File: src/rtl/paos_pkg.sv
package paos_pkg;

    // Widths of the fixed word fields.
    localparam int unsigned QID_W   = 8;
    localparam int unsigned COUNT_W = 16;
    localparam logic [COUNT_W-1:0] COUNT_MAX = {COUNT_W{1'b1}};

    // Event codes carried on the opcode field.
    typedef enum logic [1:0] {
        OP_ARRIVE  = 2'd0,
        OP_DROP    = 2'd1,
        OP_REQUEST = 2'd2
    } op_t;

    // Sequencer states.
    typedef enum logic [1:0] {
        ST_IDLE,
        ST_META,
        ST_POP
    } state_t;

endpackage

File: src/rtl/port_arrival_order_scheduler_core.sv
// Channel   Handshake          Fields
// -------   ----------------   ---------------------------------------------------
// command   start / busy       opcode, port, direction, queue_id, is_management,
//                              management_waiting
// result    done (one cycle)   granted, from_management, served_queue,
//                              message_total, list_full
//
// A word is taken when start is high and busy is low. The per-slot record, and
// then for a request that pops the order list the list entry, each come out of a
// memory with a registered read port before the result is set with done. The next
// word can be taken in the cycle that done is high. Reset clears the per-slot
// valid bits, so every record reads as zero at once; no clearing pass is needed.
// The receiver cannot stall the result.
module port_arrival_order_scheduler_core #(
    parameter int unsigned PORTS      = 4,
    parameter int unsigned LIST_DEPTH = 16
) (
    input  logic                          clk,
    input  logic                          rst_n,
    input  logic                          start,
    output logic                          busy,
    input  logic [1:0]                    opcode,
    input  logic [1:0]                    port,
    input  logic                          direction,
    input  logic [paos_pkg::QID_W-1:0]    queue_id,
    input  logic                          is_management,
    input  logic                          management_waiting,
    output logic                          done,
    output logic                          granted,
    output logic                          from_management,
    output logic [paos_pkg::QID_W-1:0]    served_queue,
    output logic [paos_pkg::COUNT_W-1:0]  message_total,
    output logic                          list_full
);

    import paos_pkg::*;

    localparam int unsigned SLOTS = 2 * PORTS;
    localparam int unsigned SW    = $clog2(SLOTS);
    localparam int unsigned HW    = $clog2(LIST_DEPTH);
    localparam int unsigned FW    = $clog2(LIST_DEPTH + 1);
    localparam int unsigned MW    = HW + FW + COUNT_W;
    localparam int unsigned ODEP  = SLOTS * LIST_DEPTH;
    localparam int unsigned OAW   = $clog2(ODEP);

    state_t state_reg, state_next;

    // Latched command word.
    logic [1:0]       op_reg;
    logic [SW-1:0]    slot_reg;
    logic             port_ok_reg;
    logic [QID_W-1:0] qid_reg;
    logic             mgmt_reg;
    logic             wait_reg;

    // Per-slot record valid bits.
    logic [(1 << SW)-1:0] valid_reg;

    // Result registers.
    logic               done_reg, done_next;
    logic               granted_reg;
    logic               from_mgmt_reg;
    logic [QID_W-1:0]   served_reg;
    logic [COUNT_W-1:0] total_reg;
    logic               full_reg;

    // Memory ports.
    logic [SW-1:0]    meta_raddr;
    logic [MW-1:0]    meta_rdata;
    logic             meta_we;
    logic [MW-1:0]    meta_wdata;
    logic [OAW-1:0]   ord_raddr;
    logic [QID_W-1:0] ord_rdata;
    logic             ord_we;
    logic [OAW-1:0]   ord_waddr;

    logic             accept;
    logic [SW-1:0]    in_slot;
    logic             in_port_ok;
    logic [6:0]       slot_wide;

    // Record fields and their updates.
    logic [MW-1:0]      meta_cur;
    logic [HW-1:0]      head_cur, head_new;
    logic [FW-1:0]      fill_cur, fill_new;
    logic [COUNT_W-1:0] count_cur, count_new;
    logic [COUNT_W-1:0] count_inc, count_dec;
    logic [HW:0]        pos_sum;
    logic [HW-1:0]      tail_pos;
    logic [HW-1:0]      head_inc;
    logic [OAW-1:0]     slot_base;
    logic               pop;
    logic               res_granted, res_mgmt, res_full;

    assign accept     = start && (state_reg == ST_IDLE);
    assign busy       = (state_reg != ST_IDLE);
    assign slot_wide  = {4'd0, port, direction};
    assign in_slot    = slot_wide[SW-1:0];
    assign in_port_ok = ({5'd0, port} < 7'(PORTS));
    assign meta_raddr = in_slot;

    paos_ram #(.WIDTH(MW), .DEPTH(SLOTS)) u_meta_ram (
        .clk   (clk),
        .we    (meta_we),
        .waddr (slot_reg),
        .wdata (meta_wdata),
        .raddr (meta_raddr),
        .rdata (meta_rdata)
    );

    paos_ram #(.WIDTH(QID_W), .DEPTH(ODEP)) u_order_ram (
        .clk   (clk),
        .we    (ord_we),
        .waddr (ord_waddr),
        .wdata (qid_reg),
        .raddr (ord_raddr),
        .rdata (ord_rdata)
    );

    // Unpack the slot record; a slot never written reads as zero.
    assign meta_cur  = valid_reg[slot_reg] ? meta_rdata : '0;
    assign head_cur  = meta_cur[MW-1 -: HW];
    assign fill_cur  = meta_cur[COUNT_W +: FW];
    assign count_cur = meta_cur[COUNT_W-1:0];

    assign count_inc = (count_cur != COUNT_MAX) ? count_cur + 1'b1 : count_cur;
    assign count_dec = (count_cur != '0) ? count_cur - 1'b1 : count_cur;

    // Tail position: head plus fill, wrapped once at the list depth.
    assign pos_sum  = {1'b0, head_cur} + (HW + 1)'(fill_cur);
    assign tail_pos = (pos_sum >= (HW + 1)'(LIST_DEPTH))
                      ? HW'(pos_sum - (HW + 1)'(LIST_DEPTH)) : pos_sum[HW-1:0];
    assign head_inc = (head_cur == HW'(LIST_DEPTH - 1)) ? '0 : head_cur + 1'b1;

    assign slot_base = OAW'(slot_reg) * OAW'(LIST_DEPTH);

    // Event update, evaluated while the slot record is on the read port.
    always_comb
    begin
        head_new    = head_cur;
        fill_new    = fill_cur;
        count_new   = count_cur;
        res_granted = 1'b0;
        res_mgmt    = 1'b0;
        res_full    = 1'b0;
        pop         = 1'b0;
        meta_we     = 1'b0;
        ord_we      = 1'b0;
        ord_waddr   = slot_base + OAW'(tail_pos);
        ord_raddr   = slot_base + OAW'(head_cur);
        if (state_reg == ST_META && port_ok_reg)
        begin
            case (op_reg)
                OP_ARRIVE:
                begin
                    meta_we   = 1'b1;
                    count_new = count_inc;
                    if (!mgmt_reg)
                    begin
                        if (fill_cur >= FW'(LIST_DEPTH))
                        begin
                            res_full = 1'b1;
                        end
                        else
                        begin
                            ord_we   = 1'b1;
                            fill_new = fill_cur + 1'b1;
                        end
                    end
                end
                OP_DROP:
                begin
                    meta_we   = 1'b1;
                    count_new = count_dec;
                    if (!mgmt_reg && fill_cur != '0)
                    begin
                        fill_new = fill_cur - 1'b1;
                    end
                end
                OP_REQUEST:
                begin
                    meta_we = 1'b1;
                    if (wait_reg)
                    begin
                        res_granted = 1'b1;
                        res_mgmt    = 1'b1;
                        count_new   = count_dec;
                    end
                    else if (fill_cur != '0)
                    begin
                        res_granted = 1'b1;
                        pop         = 1'b1;
                        head_new    = head_inc;
                        fill_new    = fill_cur - 1'b1;
                        count_new   = count_dec;
                    end
                end
                default:
                begin
                    meta_we = 1'b0;
                end
            endcase
        end
    end

    assign meta_wdata = {head_new, fill_new, count_new};

    // Next state.
    always_comb
    begin
        state_next = state_reg;
        case (state_reg)
            ST_IDLE:
            begin
                if (start)
                begin
                    state_next = ST_META;
                end
            end
            ST_META:
            begin
                state_next = pop ? ST_POP : ST_IDLE;
            end
            ST_POP:
            begin
                state_next = ST_IDLE;
            end
            default:
            begin
                state_next = ST_IDLE;
            end
        endcase
    end

    // Result strobe.
    always_comb
    begin
        case (state_reg)
            ST_META: done_next = !pop;
            ST_POP:  done_next = 1'b1;
            default: done_next = 1'b0;
        endcase
    end

    // Control registers.
    always_ff @(posedge clk or negedge rst_n)
    begin
        if (!rst_n)
        begin
            state_reg <= ST_IDLE;
            done_reg  <= 1'b0;
            valid_reg <= '0;
        end
        else
        begin
            state_reg <= state_next;
            done_reg  <= done_next;
            if (meta_we)
            begin
                valid_reg[slot_reg] <= 1'b1;
            end
        end
    end

    // Command latch and result registers.
    always_ff @(posedge clk)
    begin
        if (accept)
        begin
            op_reg      <= opcode;
            slot_reg    <= in_slot;
            port_ok_reg <= in_port_ok;
            qid_reg     <= queue_id;
            mgmt_reg    <= is_management;
            wait_reg    <= management_waiting;
        end
        if (state_reg == ST_META)
        begin
            granted_reg   <= res_granted;
            from_mgmt_reg <= res_mgmt;
            served_reg    <= '0;
            total_reg     <= port_ok_reg ? count_new : '0;
            full_reg      <= res_full;
        end
        else if (state_reg == ST_POP)
        begin
            served_reg <= ord_rdata;
        end
    end

    assign done            = done_reg;
    assign granted         = granted_reg;
    assign from_management = from_mgmt_reg;
    assign served_queue    = served_reg;
    assign message_total   = total_reg;
    assign list_full       = full_reg;

endmodule

File: src/rtl/paos_ram.sv
module paos_ram #(
    parameter int unsigned WIDTH = 8,
    parameter int unsigned DEPTH = 16
) (
    input  logic                     clk,
    input  logic                     we,
    input  logic [$clog2(DEPTH)-1:0] waddr,
    input  logic [WIDTH-1:0]         wdata,
    input  logic [$clog2(DEPTH)-1:0] raddr,
    output logic [WIDTH-1:0]         rdata
);

    logic [WIDTH-1:0] mem [DEPTH];

    // One write port, one registered read port.
    always_ff @(posedge clk)
    begin
        if (we)
        begin
            mem[waddr] <= wdata;
        end
        rdata <= mem[raddr];
    end

endmodule
File: config.mk
export PLATFORM = sky130hd
export DESIGN_NAME = port_arrival_order_scheduler_core
export DESIGN_NICKNAME = d
export VERILOG_FILES = /design/src/rtl/paos_pkg.sv /design/src/rtl/port_arrival_order_scheduler_core.sv /design/src/rtl/paos_ram.sv
export SDC_FILE = /design/constraint.sdc
export NUM_CORES = 2
export LEC_CHECK = 0
export ABC_AREA = 1
export BUFFER_PORTS_ARGS = -buffer_cell sky130_fd_sc_hd__buf_2
export CAP_MARGIN = 0
export CORE_MARGIN = 5
export CORE_UTILIZATION = 45
export CTS_CLUSTER_SIZE = 12
export DETAILED_ROUTE_END_ITERATION = 10
export PLACE_DENSITY = 0.6
export SYNTH_ARGS = -nofsm -noshare
export SYNTH_HDL_FRONTEND = slang
export SYNTH_HIERARCHICAL = 1
export SYNTH_SLANG_ARGS = --single-unit
export TNS_END_PERCENT = 1
File: constraint.sdc
create_clock -name clk -period 4.15 [get_ports clk]
set_input_delay 0.2075 -clock clk [delete_from_list [all_inputs] [get_ports clk]]
set_output_delay 0.2075 -clock clk [all_outputs]
set_load 0.005 [all_outputs]
# --- After elaboration in Yosys (flattened, before gate mapping) ---
# Memories as Yosys holds them, arrays and structs flattened. A register that Yosys moved wholly into a read port is not among the register bits.
# Index checks and enable logic that the tools add are counted.
totals:
  reg_bits: 53
  ramBits: 1224
  n_memories: 2
op_classes:
  add_sub_neg: 9
  n_lt_le_gt_ge: 4
  n_eq_ne: 7
  mux: 45
  bitwise: 3
  reduce_logical: 13
memory_table:
  columns: ["memory", "words", "width", "read_ports", "rd_clocked_by_memory_dff", "wr", "line", "source"]
  rows:
  - ["u_order_ram.mem", 128, 8, 1, 1, 1, "paos_ram.sv:13", "logic [WIDTH-1:0] mem [DEPTH];"]
  - ["u_meta_ram.mem", 8, 25, 1, 1, 1, "paos_ram.sv:13", null]
ops:
  columns: ["cell", "count"]
  rows:
  - ["two-way mux 16 bit", 5]
  - ["one-hot mux 16 bit (3 select lines)", 1]
  - ["two-way mux 5 bit", 6]
  - ["two-way mux 25 bit", 1]
  - ["two-way mux 4 bit", 6]
  - ["two-way mux 1 bit", 19]
  - ["adder 16 x 1 -> 16 bit (second input constant)", 1]
  - ["inequality test 16 bit (second input constant)", 1]
  - ["nonzero test 16 bit", 1]
  - ["subtractor 16 x 1 -> 16 bit (second input constant)", 1]
  - ["one-hot mux 5 bit (3 select lines)", 1]
  - ["adder 7 x 4 -> 7 bit", 2]
  - [">= comparator 5 bit (second input constant)", 2]
  - ["OR 8 bit", 1]
  - ["OR reduction 3 bit", 2]
  - ["adder 4 x 5 -> 5 bit", 1]
  - ["adder 5 x 1 -> 5 bit (second input constant)", 1]
  - ["nonzero test 5 bit", 1]
  - ["subtractor 5 x 1 -> 5 bit (second input constant)", 1]
  - ["adder 4 x 1 -> 4 bit (second input constant)", 1]
  - ["equality test 2 x 1 -> 1 bit (second input constant)", 2]
  - ["equality test 2 bit (second input constant)", 2]
  - ["equality test 4 bit (second input constant)", 1]
  - ["logical NOT 2 bit", 2]
  - ["14 further kinds", 19]

# --- Longest topological paths before layout ---
logic_depth:
  word_depth: 10
  ltp_mapped: 23

# --- Modules after synthesis ---
# Netlist, hierarchy kept.
modules_own_cells:
  columns: ["mod", "n_inst", "cells_each", "area_per_inst_um2", "seq_area_each_um2"]
  rows:
  - ["paos_ram at u_order_ram", 1, 3575, 42104.1, 30909.6]
  - ["paos_ram at u_meta_ram", 1, 907, 9262.6, 6506.2]
  - ["port_arrival_order_scheduler_core", 1, 571, 3971.3, 1456.4]

# --- Worst setup path before layout ---
# OpenSTA, ideal clock, no wires.
synth_timing:
  path_kind: "register -> register"
  from: "register slot_reg[1]"
  to: "memory u_order_ram.mem[148][0] (netlist: u_order_ram/mem[37][0]) (enable)"
  arrival_time_ns: 3.519
  required_time_ns: 3.780
  slack_ns: 0.261
  path_stages_with_launch: 19
  path_buffers: 3
  synth_period_minus_slack_ns: 3.889
  path_cell_list: "edfxtp_1 buf_4 nor2_1 nand3_1 nand2_1 nor2_1 nand2_2 buf_6 inv_2 nor2_1 ha_1 inv_1 fa_1 xnor2_1 inv_1 nor3_1 nand2_1 clkbuf_1 nor2_1"
synth_between:
  elab_cells_between_ends: 15
  cone_classes: "add/sub (3); order compare (2); mux (10)"
synth_lines:
  columns: ["item", "line", "source"]
  rows:
  - ["start, declared", "port_arrival_order_scheduler_core.sv:50", "logic [SW-1:0] slot_reg;"]
  - ["start signal, assigned", "port_arrival_order_scheduler_core.sv:271", "slot_reg <= in_slot;"]
  - ["binary-select mux 1 bit (select 3 bit) *", "port_arrival_order_scheduler_core.sv:121", "assign meta_cur = valid_reg[slot_reg] ? meta_rdata : '0;"]
  - ["two-way mux 1 bit (implied by the code) *", "port_arrival_order_scheduler_core.sv:121", null]
  - ["two-way mux 25 bit *", "port_arrival_order_scheduler_core.sv:121", null]
  - ["named net meta_cur[21]", "port_arrival_order_scheduler_core.sv:83", "logic [MW-1:0] meta_cur;"]
  - ["adder 4 x 5 -> 5 bit *", "port_arrival_order_scheduler_core.sv:130", "assign pos_sum = {1'b0, head_cur} + (HW + 1)'(fill_cur);"]
  - ["subtractor 4 x 1 -> 4 bit or >= comparator 5 bit (tied branches)", "port_arrival_order_scheduler_core.sv:132, port_arrival_order_scheduler_core.sv:131", null]
  - ["two-way mux 4 bit *", "port_arrival_order_scheduler_core.sv:132", "? HW'(pos_sum - (HW + 1)'(LIST_DEPTH)) : pos_sum[HW-1:0];"]
  - ["adder 7 x 4 -> 7 bit *", "port_arrival_order_scheduler_core.sv:149", "ord_waddr = slot_base + OAW'(tail_pos);"]
  - ["named net ord_waddr[2]", "port_arrival_order_scheduler_core.sv:75", "logic [OAW-1:0] ord_waddr;"]
  - ["end, declared", "paos_ram.sv:13", null]
# The timed path passes the listed nets; every way through them passes the cells marked *. The select of a mux whose other input is x is not followed.

# --- Worst setup path in the final report ---
layout_timing:
  from: "register slot_reg[0]"
  to: "register u_order_ram.rdata[2] (read register of u_order_ram.mem)"
layout_between:
  elab_chain_cells: 4
layout_lines:
  columns: ["item", "line", "source"]
  rows:
  - ["binary-select mux 1 bit (select 3 bit)", "port_arrival_order_scheduler_core.sv:121", null]
  - ["two-way mux 1 bit (implied by the code)", "port_arrival_order_scheduler_core.sv:121", null]
  - ["two-way mux 25 bit", "port_arrival_order_scheduler_core.sv:121", null]
  - ["named net meta_cur[21]", "port_arrival_order_scheduler_core.sv:83", null]
  - ["adder 7 x 4 -> 7 bit", "port_arrival_order_scheduler_core.sv:150", "ord_raddr = slot_base + OAW'(head_cur);"]
  - ["end, declared", "paos_ram.sv:10", "output logic [WIDTH-1:0] rdata"]
# The timed path passes the listed nets, and every way through them passes these cells. The select of a mux whose other input is x is not followed.
# A chain may end at the register's enable or synchronous reset.

==> key figures <==
Run status
  • Outcome: completed

STA
  • RSZ-0062 raised after global routing: yes
  • Final hold vios: 0
  • Final Setup Violations: 0
  • Rel. slew slack: 0.2848
  • Worst hold slack: between 0.1 and 0.15 ns
  • Clk_skew: 0.04643 ns
  • Crit path time final: 3.942 ns
  • Crit share post-route: 0.9498
  • Slew @ Worst Pin: around 1.1 ns
  • Max Fclk: between 200 and 300 MHz
  • Max-slew violations: 0

Synth
  • Adder-Cell Fraction of Synth Area: 0.003075
  • Avg Cell Area, Syn: about 11 sq um
  • Mux cell area share after synthesis: 0
  • Flop and latch count out of synthesis: between 1000 and 1500
  • Mapped Area: around 0.055 sq mm
  • Register area share after synthesis: 0.7025
  • Mapped Cells: 5053
  • Warnings from Yosys: 6
  • Xor/xnor share of the synthesized area: 0.001741
  • Synth Area in Simple Gates: 0.2335
  • Synth Area in Compound Gates: 0.008705
  • Yosys cell types: between 40 and 50
  • Syn nets: between 5000 and 6000
  • Largest family of logic cells by synthesized area: simple AND/OR/NAND/NOR gates

Placed design
  • I/O Buffers: 46
  • GPL Wtd Cong: ~0.9
  • Placed Instance Area: between 0.05 and 0.06 sq mm
  • Post-DP HPWL: approximately 87000 microns

Critical path
  • Worst EP required: 4.79 ns
  • RR Startpoint: slot_reg[0]$_DFFE_PP_
  • Reg2Reg Setup Slack: 0.21 ns
  • RR Endpoint: u_order_ram/rdata[2]$_DFF_P_
  • R2R cell count: 20
  • CP Max Fanout: between 100 and 150
  • Worst path arrival time: 4.58 ns
  • WS Path Type: flop to flop
  • Setup crit end kind: flop
  • Critical Path Start Type: flop

Final layout
  • Layout cells sized above 1: 0.09887
  • Final instance area: between 0.06 and 0.07 sq mm
  • Top flop regs: u_order_ram/mem: 1024 flops, u_meta_ram/mem: 200 flops, u_meta_ram/rdata: 25 flops
  • Area growth, synth to finish: 13.07%
  • Register area: about 0.039 sq mm
  • Final nets: between 5000 and 6000
  • Area of the multi-input gates: around 0.014 sq mm
  • Filler cell count: ~11000
  • Most flop-heavy register: u_order_ram/mem
  • ANT cells: 0
  • Most frequent cells in the layout: nand2_1, edfxtp_1, nand3_1
  • Commonest non-fill, non-tap cell in the layout: nand2_1
  • Max FFs per register: between 1000 and 1500
  • Finished Core Util: 0.5127

Floorplan
  • Total die area: 0.1301 sq mm
  • # rows: roughly 130
  • Die Y: ~360 microns
  • Area of the core: 0.1220 sq mm
  • Initial Util: 0.4535
  • IO Pins: 47
  • Die Width: roughly 360 microns

Drt
  • Vias: 37350
  • DRT Wirelength: 147000 microns
  • DR DRC count: 0
  • Pre-antenna DRT Iters: 6
  • Initial DRC count: roughly 4300
  • Top Layer Used: met4
  • WL met1: between 60000 and 70000 microns
  • Vias/cell: approximately 5.4
  • Mean routed wirelength per cell: 21.26 microns
  • Final ANT Viol Nets: 0
  • Routed wl met2: between 60000 and 70000 microns
  • Met3 WL post-DR: around 12000 microns

Pwr
  • Lkg Pwr: ~24 nW
  • Reg power frac: 0.425
  • Cell Pwr Density: between 600 and 700 mW/mm^2
  • Comb power frac: 0.263
  • Total internal power: 0.02504 W
  • Sw Share: 0.3371
  • Clock share of power: 0.312
  • Peak VDD IR: around 0.00045 V
  • Sw Pwr: 0.01273 W

Min path
  • Worst min-delay path endpoint: u_meta_ram/rdata[9]$_DFF_P_
  • HP Start: direction
  • Worst min path class: primary input to flop
  • Hold Path Stages: 6

Clock network
  • CTS H-tree depth: 4
  • Root buf cell: clkbuf_16
  • Clk buf depth: 3
  • Clock latency on the worst-skew pair: 0.75 ns
  • CTS buffer count: 139
  • Clk slew on worst S/H paths: ~0.060 ns
  • TritonCTS Sinks: roughly 1300
  • CTS tree: done

GRT
  • Pin count of the biggest net entering global routing: 139
  • Antenna violations before repair: 0
  • GR Overflow Total: 0
  • Overall global routing resource usage: 0.2222
  • First-pass GRT wire length: 222300 microns
  • Vias in the first global route: ~36000

Flow run
  • Max-capacitance violation count: 0
[per-stage QoR]
step	total power, W	worst slack [ns]	cells	TNS, ns
detailed placement	0.02608	0.05306	6658	0
CTS	0.03788	0.01372	6915	0
floorplan	0.02249	0.2610	5053	0
global route	0.03955	-0.05846	6915	-3.452
global placement	0.02604	0.06000	6658	0
finish	0.03777	0.2083	6915	0
[worst max path at each step]
| stage | slack, ns | depth (start not counted) | startpoint | end |
|---|---|---|---|---|
| CTS | 0.01 | 17 | slot_reg[0]$_DFFE_PP_ | u_order_ram/mem[45][3]$_DFFE_PP_ |
| floorplan | 0.26 | 18 | slot_reg[1]$_DFFE_PP_ | u_order_ram/mem[37][0]$_DFFE_PP_ |
| finish | 0.21 | 20 | slot_reg[0]$_DFFE_PP_ | u_order_ram/rdata[2]$_DFF_P_ |
| global placement | 0.06 | 16 | slot_reg[0]$_DFFE_PP_ | u_order_ram/mem[77][7]$_DFFE_PP_ |
| detailed placement | 0.05 | 17 | slot_reg[0]$_DFFE_PP_ | u_order_ram/mem[45][5]$_DFFE_PP_ |
| global route | -0.06 | 17 | slot_reg[0]$_DFFE_PP_ | u_order_ram/mem[127][7]$_DFFE_PP_ |
[repair_timing]
item | 4_1_cts | 5_1_grt
setup endpoints to repair | 0 | 927
hold buffers | 16 | 0
buffers inserted | 0 | 0
hold endpoints to repair | 27 | 0
gates resized for setup | 0 | 45
[cell usage after synthesis]
master	instances	area, sq um
buf_6	25	281.5
nor2_2	4	25.02
nor4_1	1	6.260
nand2_1	1679	6302
buf_2	145	725.7
inv_8	1	11.26
dfrtp_1	11	275.3
o31ai_1	2	15.01
a41o_1	4	40.04
nor3_1	16	80.08
xnor2_1	2	17.52
inv_2	14	52.55
ha_1	12	150.1
fa_1	1	20.02
nand3_2	3	30.03
nor2_1	236	885.9
and2_1	1	6.260
clkinv_1	4	15.01
clkbuf_1	40	150.1
nor2_4	2	22.52
a21oi_1	21	105.1
xor2_1	9	78.83
nor3_4	1	16.27
o21ai_0	37	185.2
nand3b_1	1	7.510
o21bai_1	1	7.510
buf_4	54	405.4
a31oi_1	1	6.260
a21boi_0	1	7.510
buf_1	16	60.06
a31o_2	3	26.28
a22oi_1	2	15.01
edfxtp_1	1258	37780
nand4_1	20	125.1
inv_1	291	1092
o41ai_1	2	17.52
dfxtp_1	41	820.8
nand3_1	1076	5385
o22ai_1	1	6.260
nand2b_1	1	6.260
o211ai_1	2	15.01
o21ai_1	7	35.03
nand2_2	4	25.02
[cell type report]
type / instances / share of cell area
inverter: 310 / 0.01914
clock buffer: 201 / 0.06231
clock inverter: 40 / 0.006499
tap: 1625 / 0.03249
timing repair buffer: 276 / 0.03641
multi-input combinational: 3153 / 0.2219
sequential: 1310 / 0.6212
[power groups by stage]
stage	combinational (W)	sequential [W]	clock (W)
floorplan	0.00603	0.0165	0
global placement	0.00972	0.0163	0
detailed placement	0.00976	0.0163	0
CTS	0.00980	0.0161	0.0120
global route	0.0108	0.0161	0.0126
finish	0.00992	0.0161	0.0118
[worst max-delay path: stages (launching register included)]
cell and delay (ns):
edfxtp_1 0.55, inv_2 0.19, nand4_1 0.11, nand2_1 0.08
nor2_1 0.05, nand2_2 0.11, inv_2 0.11, nor2_4 0.14
buf_12 0.47, inv_16 0.20, buf_12 0.37, nand2_1 0.12
nand3_1 0.09, nand3_1 0.17, nand3_1 0.16, nand2_1 0.23
nand2_1 0.08, nand3_1 0.10, nand2_1 0.06, nand2_1 0.08
nand2_1 0.05
[kinds of logic (layout without fill, tap and decap cells)]
logic type | after synthesis | count (layout)
AOI/OAI and AO/OA | 84 | 84
DFF | 1310 | 1310
and+or+nand+nor | 3045 | 3045
buffers and inverters | 590 | 827
adders and majority gates | 13 | 13
xor gates and xnor gates | 11 | 11
[metal layers]
metal,track usage,vias to the layer above
met2,0.3552,1517
li1,-,17570
met5,0,-
met3,0.03626,209
met4,0.05720,0
met1,0.3200,18050
Note: power is estimated with default switching activity, not from simulation.
